`src/rtl/core/aar_pkg.sv`:
```
`timescale 1ns / 1ps
// Shared types, constants and lookup functions for the axis-angle rotation block.
// No dependencies; imported by aar_norm, aar_cordic and axis_angle_rotation_matrix.
package aar_pkg;

    localparam int IN_W        = 16;
    localparam int AXIS_N      = 3;
    localparam int ISQRT_STEPS = 32;
    localparam int OUT_W       = 18;
    localparam int OUT_FRAC    = 16;
    localparam int MAT_N       = 9;
    localparam logic signed [OUT_W-1:0] OUT_ONE = 18'sd65536;

    typedef enum logic [1:0] {
        Q_0,
        Q_90,
        Q_180,
        Q_270
    } t_quad;

    typedef struct packed {
        logic       vld;
        logic       zero;
        logic [2:0] neg;
    } t_norm_st;

    typedef struct packed {
        logic                        zero;
        logic [MAT_N-1:0][OUT_W-1:0] r;
    } t_mat;

    function automatic int norm_latency(input int frac);
        return frac + ISQRT_STEPS + 6;
    endfunction

    function automatic int cordic_latency(input int steps);
        return steps + 2;
    endfunction

    // atan(2^-i) in units of 2^-32 turn
    function automatic logic [31:0] atan_turn(input int idx);
        logic [31:0] v;
        case (idx)
            0:  v = 32'h20000000;
            1:  v = 32'h12E4051E;
            2:  v = 32'h09FB385B;
            3:  v = 32'h051111D4;
            4:  v = 32'h028B0D43;
            5:  v = 32'h0145D7E1;
            6:  v = 32'h00A2F61E;
            7:  v = 32'h00517C55;
            8:  v = 32'h0028BE53;
            9:  v = 32'h00145F2F;
            10: v = 32'h000A2F98;
            11: v = 32'h000517CC;
            12: v = 32'h00028BE6;
            13: v = 32'h000145F3;
            14: v = 32'h0000A2F9;
            15: v = 32'h0000517C;
            16: v = 32'h000028BE;
            17: v = 32'h0000145F;
            18: v = 32'h00000A2F;
            19: v = 32'h00000517;
            20: v = 32'h0000028B;
            21: v = 32'h00000145;
            22: v = 32'h000000A2;
            23: v = 32'h00000051;
            24: v = 32'h00000028;
            25: v = 32'h00000014;
            26: v = 32'h0000000A;
            27: v = 32'h00000005;
            28: v = 32'h00000002;
            29: v = 32'h00000001;
            default: v = 32'h00000000;
        endcase
        return v;
    endfunction

    // CORDIC gain compensation, rounded to Q(frac)
    function automatic logic [31:0] cordic_gain(input int frac);
        logic [63:0] g;
        g = (64'd2608131496 + (64'd1 << (31 - frac))) >> (32 - frac);
        return g[31:0];
    endfunction

endpackage

```
`src/rtl/core/aar_cordic.sv`:
```
`timescale 1ns / 1ps
// Pipelined rotation-mode CORDIC: binary angle in, clamped cosine and sine out.
// Depends on aar_pkg (arctangent table, gain constant, quadrant type).
module aar_cordic #(
    parameter int FRAC_BITS    = 16,
    parameter int CORDIC_STEPS = 18
) (
    input  logic                        i_clk,
    input  logic                        i_en,
    input  logic [15:0]                 i_angle,
    output logic signed [FRAC_BITS+1:0] o_cos,
    output logic signed [FRAC_BITS+1:0] o_sin
);
    import aar_pkg::*;

    localparam int XW = FRAC_BITS + 3;
    localparam int ZW = 34;
    localparam int CW = FRAC_BITS + 2;
    localparam logic [31:0] GAIN = cordic_gain(FRAC_BITS);
    localparam logic signed [XW-1:0] ONE = XW'(1) << FRAC_BITS;

    logic signed [XW-1:0] r_x [0:CORDIC_STEPS];
    logic signed [XW-1:0] r_y [0:CORDIC_STEPS];
    logic signed [ZW-1:0] r_z [0:CORDIC_STEPS];
    t_quad                r_q [0:CORDIC_STEPS];
    logic signed [CW-1:0] r_cos;
    logic signed [CW-1:0] r_sin;

    logic [15:0]          n_t;
    logic signed [XW-1:0] n_c;
    logic signed [XW-1:0] n_s;

    function automatic logic signed [CW-1:0] clamp_one(input logic signed [XW-1:0] v);
        logic signed [XW-1:0] c;
        c = (v > ONE) ? ONE : ((v < -ONE) ? -ONE : v);
        return CW'(c);
    endfunction

    // nearest quarter turn, residual in 2^-32 turn
    assign n_t = i_angle + 16'h2000;

    always_ff @(posedge i_clk) begin
        if (i_en) begin
            r_q[0] <= t_quad'(n_t[15:14]);
            r_z[0] <= ZW'($signed({~n_t[13], n_t[12:0]})) <<< 16;
            r_x[0] <= $signed(XW'(GAIN));
            r_y[0] <= '0;
        end
    end

    for (genvar i = 0; i < CORDIC_STEPS; i++) begin : g_step
        localparam logic [31:0] ATAN = atan_turn(i);
        always_ff @(posedge i_clk) begin
            if (i_en) begin
                r_q[i+1] <= r_q[i];
                if (!r_z[i][ZW-1]) begin
                    r_x[i+1] <= r_x[i] - (r_y[i] >>> i);
                    r_y[i+1] <= r_y[i] + (r_x[i] >>> i);
                    r_z[i+1] <= r_z[i] - $signed(ZW'(ATAN));
                end else begin
                    r_x[i+1] <= r_x[i] + (r_y[i] >>> i);
                    r_y[i+1] <= r_y[i] - (r_x[i] >>> i);
                    r_z[i+1] <= r_z[i] + $signed(ZW'(ATAN));
                end
            end
        end
    end

    always_comb begin
        case (r_q[CORDIC_STEPS])
            Q_0: begin
                n_c = r_x[CORDIC_STEPS];
                n_s = r_y[CORDIC_STEPS];
            end
            Q_90: begin
                n_c = -r_y[CORDIC_STEPS];
                n_s = r_x[CORDIC_STEPS];
            end
            Q_180: begin
                n_c = -r_x[CORDIC_STEPS];
                n_s = -r_y[CORDIC_STEPS];
            end
            default: begin
                n_c = r_y[CORDIC_STEPS];
                n_s = -r_x[CORDIC_STEPS];
            end
        endcase
    end

    always_ff @(posedge i_clk) begin
        if (i_en) begin
            r_cos <= clamp_one(n_c);
            r_sin <= clamp_one(n_s);
        end
    end

    assign o_cos = r_cos;
    assign o_sin = r_sin;

endmodule
```
`config.mk`:
```
export PLATFORM = sky130hd
export DESIGN_NAME = aar_cordic
export DESIGN_NICKNAME = d
export VERILOG_FILES = /design/src/rtl/core/aar_pkg.sv /design/src/rtl/core/aar_cordic.sv
export SDC_FILE = /design/constraint.sdc
export NUM_CORES = 2
export LEC_CHECK = 0
export CORE_ASPECT_RATIO = 1.75
export CORE_UTILIZATION = 53
export DETAILED_ROUTE_END_ITERATION = 12
export DONT_BUFFER_PORTS = 1
export GPL_TIMING_DRIVEN = 1
export PLACE_DENSITY = 0.74
export SLEW_MARGIN = 20
export SYNTH_ARGS = -nofsm -noshare
export SYNTH_HDL_FRONTEND = slang
export SYNTH_SLANG_ARGS = --single-unit
```
`constraint.sdc`:
```
create_clock -name i_clk -period 6.5 [get_ports i_clk]
set_input_delay 0.975 -clock i_clk [delete_from_list [all_inputs] [get_ports i_clk]]
set_output_delay 0.975 -clock i_clk [all_outputs]
set_load 0.05 [all_outputs]
```
==> implementation parameters <==
Parameter                              Value

Timing
  Remaining max-slew budget at the tightest pin ... 0.2012
  Final Hold Viols ... 0
  Final count of negative-setup-slack endpoints ... 0
  Post-route clock period utilization ... 0.9087
  Min setup slack post-route ... between 500 and 600 ps
  Highest clock rate ... around 170 MHz
  Min Clock Period, post-route ... slightly below 6000 ps
  Count of final max-slew check failures ... 0
  Unrepaired setup endpoints after global routing ... false
  Slew at the pin with the worst max-slew slack ... between 1000 and 1500 ps
  Clock skew after layout ... 51.56 ps
  Hold Worst Slack ... between 200 and 300 ps

Clocking
  CTS tree ... built
  Resized Gates After CTS ... 0
  Hold_buf cts ... 0
  Root buf cell ... sky130_fd_sc_hd__clkbuf_16
  Clock tree sinks ... about 1200
  Total CTS buffers ... between 100 and 150
  Clock-pin slew reported for the worst setup and hold paths after clock tree synthesis ... 60 ps
  Buffers inserted during post-CTS setup optimization ... 0
  Bufs on Longest Clock Path ... 4
  Skew-Pair Late Insertion Delay ... just over 800 ps
  Total number of H-tree levels ... 4

Finish
  Relative area change from synthesis to final layout ... 10.03%
  Number of non-filler instances in the completed layout ... ~12000
  Fraction of layout cells with a size suffix above 1 ... 0.06720
  Post-Layout Inst Area ... approximately 100000 um^2
  Final nets ... ~11000

Drt
  Remaining DRCs ... 0
  DRC violation total after the first TritonRoute iteration ... between 3000 and 4000
  Wire length per cell after detailed routing ... between 15 and 20 um
  Met3 WL ... 5976 um
  Count of vias placed by the detailed router ... 72660
  Detailed-routing iteration count for the pre-antenna-repair pass ... 6
  Met2 layer wire length in the routed design ... between 100000 and 150000 um
  Met1 wire length ... around 69000 um
  Highest signal layer in the routed design ... met4
  Average vias per placed instance ... just under 6
  Final ANT Viol Nets ... 0
  Total Routed Length ... roughly 230000 um

Logic synthesis
  Cell with the most instances after synthesis ... sky130_fd_sc_hd__edfxtp_1
  Sequential-to-total area share from yosys stat ... 0.3906
  Leading cell types by total area after synthesis ... sky130_fd_sc_hd__edfxtp_1, sky130_fd_sc_hd__ha_1, sky130_fd_sc_hd__xnor2_1
  Fraction of post-synthesis cell area in the top cell type by area ... 0.3906
  Synthesis-stage register bit count ... 1227
  Synth Area per Inst ... ~10 um^2
  Number of warnings reported in the yosys synthesis log ... 0
  Summed instance area of the synthesized netlist ... roughly 94000 um^2
  Predominant post-synthesis flop cell ... sky130_fd_sc_hd__edfxtp_1
  Synth async-reset ratio ... 0
  Most area-hungry cell type in the Yosys netlist ... sky130_fd_sc_hd__edfxtp_1
  Number of library cell types mapped by synthesis ... 93
  Number of enable-type register cells in the synthesized netlist ... approximately 1200
  Top post-synthesis cells by count ... sky130_fd_sc_hd__edfxtp_1, sky130_fd_sc_hd__ha_1, sky130_fd_sc_hd__nor2_1
  Instance count of the mapped netlist ... between 9000 and 10000

Critical path
  Maximum fanout along the worst path ... roughly 160
  Worst Path Arrival ... ~6400 ps
  Endpoint type of the worst setup path ... flop
  CP Data Required Time ... 7020 ps
  Crit start category ... input port
  Kind of critical path ... in2reg

Placed design
  Placed Area ... approximately 99000 um^2
  Detailed Place HPWL ... ~180000 um
  Gpl congestion ... 0.9403
  Count of placed standard cells including taps ... between 10000 and 15000
  Worst slack at placement ... -378.5 ps
  Count of input and output buffers ... 0

Floorplanning
  Starting density of the core ... 0.5340
  I/O pins ... 54
  Width of the chip ... 320.9 um
  Area enclosed by the die boundary ... 179700 um^2
  Num rows ... between 200 and 250
  Placeable core region ... around 180000 um^2
  Die extent in y ... around 560 um

GRT
  Largest net degree at the start of global routing ... 246
  Global-route wire length before repair ... 363100 um
  Initial antenna violation count ... 5
  Overall Global Routing Usage ... 0.2506
  Global route total overflow ... 0
  Vias in the first global route ... ~75000

Status
  Status ... complete, no violations

Flow run
  # Max-Cap Violations ... 0

Min path
  Worst Hold Class ... in2reg
[per-layer routing]
metal / vias up / track usage
li1: 35710 / -
met2: 1497 / 0.5263
met3: 905 / 0.02722
met1: 34550 / 0.1967
met4: 0 / 0.2029
met5: - / 0
[cell usage in the layout, fill, tap and decap left out, types with 42 or more instances in the layout]
| master | synthesis | layout |
|---|---|---|
| sky130_fd_sc_hd__a21boi_0 | 91 | 91 |
| sky130_fd_sc_hd__inv_1 | 485 | 485 |
| sky130_fd_sc_hd__nor3_1 | 287 | 287 |
| sky130_fd_sc_hd__nand4_1 | 50 | 50 |
| sky130_fd_sc_hd__a21o_1 | 319 | 319 |
| sky130_fd_sc_hd__nor2_1 | 813 | 813 |
| sky130_fd_sc_hd__o211ai_1 | 44 | 44 |
| sky130_fd_sc_hd__edfxtp_1 | 1227 | 1227 |
| sky130_fd_sc_hd__buf_4 | 1 | 303 |
| sky130_fd_sc_hd__xor2_1 | 300 | 300 |
| sky130_fd_sc_hd__a31oi_1 | 51 | 51 |
| sky130_fd_sc_hd__o21a_1 | 135 | 135 |
| sky130_fd_sc_hd__nor4_1 | 46 | 45 |
| sky130_fd_sc_hd__mux2i_1 | 48 | 48 |
| sky130_fd_sc_hd__nand3_1 | 211 | 211 |
| sky130_fd_sc_hd__a211oi_1 | 83 | 83 |
| sky130_fd_sc_hd__o21bai_1 | 118 | 118 |
| sky130_fd_sc_hd__nand2b_1 | 104 | 104 |
| sky130_fd_sc_hd__o31ai_1 | 93 | 93 |
| sky130_fd_sc_hd__or3_1 | 106 | 106 |
| sky130_fd_sc_hd__clkbuf_16 | 0 | 140 |
| sky130_fd_sc_hd__nor2b_1 | 174 | 174 |
| sky130_fd_sc_hd__a21oi_1 | 789 | 789 |
| sky130_fd_sc_hd__o21ai_0 | 484 | 483 |
| sky130_fd_sc_hd__fa_1 | 46 | 46 |
| sky130_fd_sc_hd__o41ai_1 | 47 | 47 |
| sky130_fd_sc_hd__and2_1 | 74 | 74 |
| sky130_fd_sc_hd__ha_1 | 1138 | 1138 |
| sky130_fd_sc_hd__nand2_1 | 568 | 565 |
| sky130_fd_sc_hd__xnor2_1 | 755 | 755 |
| sky130_fd_sc_hd__and3_1 | 87 | 87 |
| sky130_fd_sc_hd__or2_2 | 42 | 42 |
[registers in the layout, summed over array words and instances (netlist names)]
name   cells
r_x      319
r_z      512
r_q       38
r_y      322
o_sin     18
o_cos     18
[logic make-up after synthesis]
family / synth area share
XOR/XNOR: 0.09820
AO/OA/AOI/OAI: 0.1742
adder cells (fa/ha/maj): 0.1607
buffers and inverters: 0.02485
AND/OR/NAND/NOR: 0.1379
other: 0.00007962
multiplexers: 0.01341
flip-flops: 0.3906
[worst paths after layout]
| check | to | start | depth (start not counted) | slack [ps] |
|---|---|---|---|---|
| worst max-delay path | r_y[4][37] | i_en | 20 | 590 |
| worst max register to register | r_x[3][37] | r_y[3][6] | 15 | 1880 |
| worst min-delay path | r_z[0][28] | i_angle[12] | 0 | 270 |
| worst min register to register | r_q[17][0] | r_q[16][0] | 0 | 410 |
[stage by stage]
stage	util	TNS [ps]
after global routing	0.5876	0
after global placement	0.5623	-4804
after detailed placement	0.5625	-11210
final	0.5876	0
after CTS	0.5872	0
after floorplan	-	0
[critical path, cell delays in order]
cell	delay, ps
sky130_fd_sc_hd__buf_16	300
sky130_fd_sc_hd__buf_16	410
sky130_fd_sc_hd__buf_16	500
sky130_fd_sc_hd__nand2_1	100
sky130_fd_sc_hd__buf_4	210
sky130_fd_sc_hd__inv_1	310
sky130_fd_sc_hd__nor2_1	90
sky130_fd_sc_hd__xnor2_1	140
sky130_fd_sc_hd__ha_1	320
sky130_fd_sc_hd__nor2b_1	140
sky130_fd_sc_hd__o21ai_0	490
sky130_fd_sc_hd__a21boi_0	250
sky130_fd_sc_hd__o21ai_0	270
sky130_fd_sc_hd__buf_4	170
sky130_fd_sc_hd__a21boi_0	150
sky130_fd_sc_hd__o31ai_1	370
sky130_fd_sc_hd__a211o_1	210
sky130_fd_sc_hd__o21ai_0	140
sky130_fd_sc_hd__o41ai_1	390
sky130_fd_sc_hd__xnor2_1	120
[area by class of cell]
class                           instances  area [um^2]
Multi-Input combinational cell       7570        55150
Tap cell                             2369         2964
Antenna cell                            5        12.51
Sequential cell                      1227        36850
Fill cell                           14770        72850
Clock inverter                         75        795.8
Clock buffer                          158         3571
Inverter                              490         1839
Timing Repair Buffer                  316         2603
Power is not shown: default switching activity piles up to over one toggle a cycle in this logic, so the estimate is an artifact.
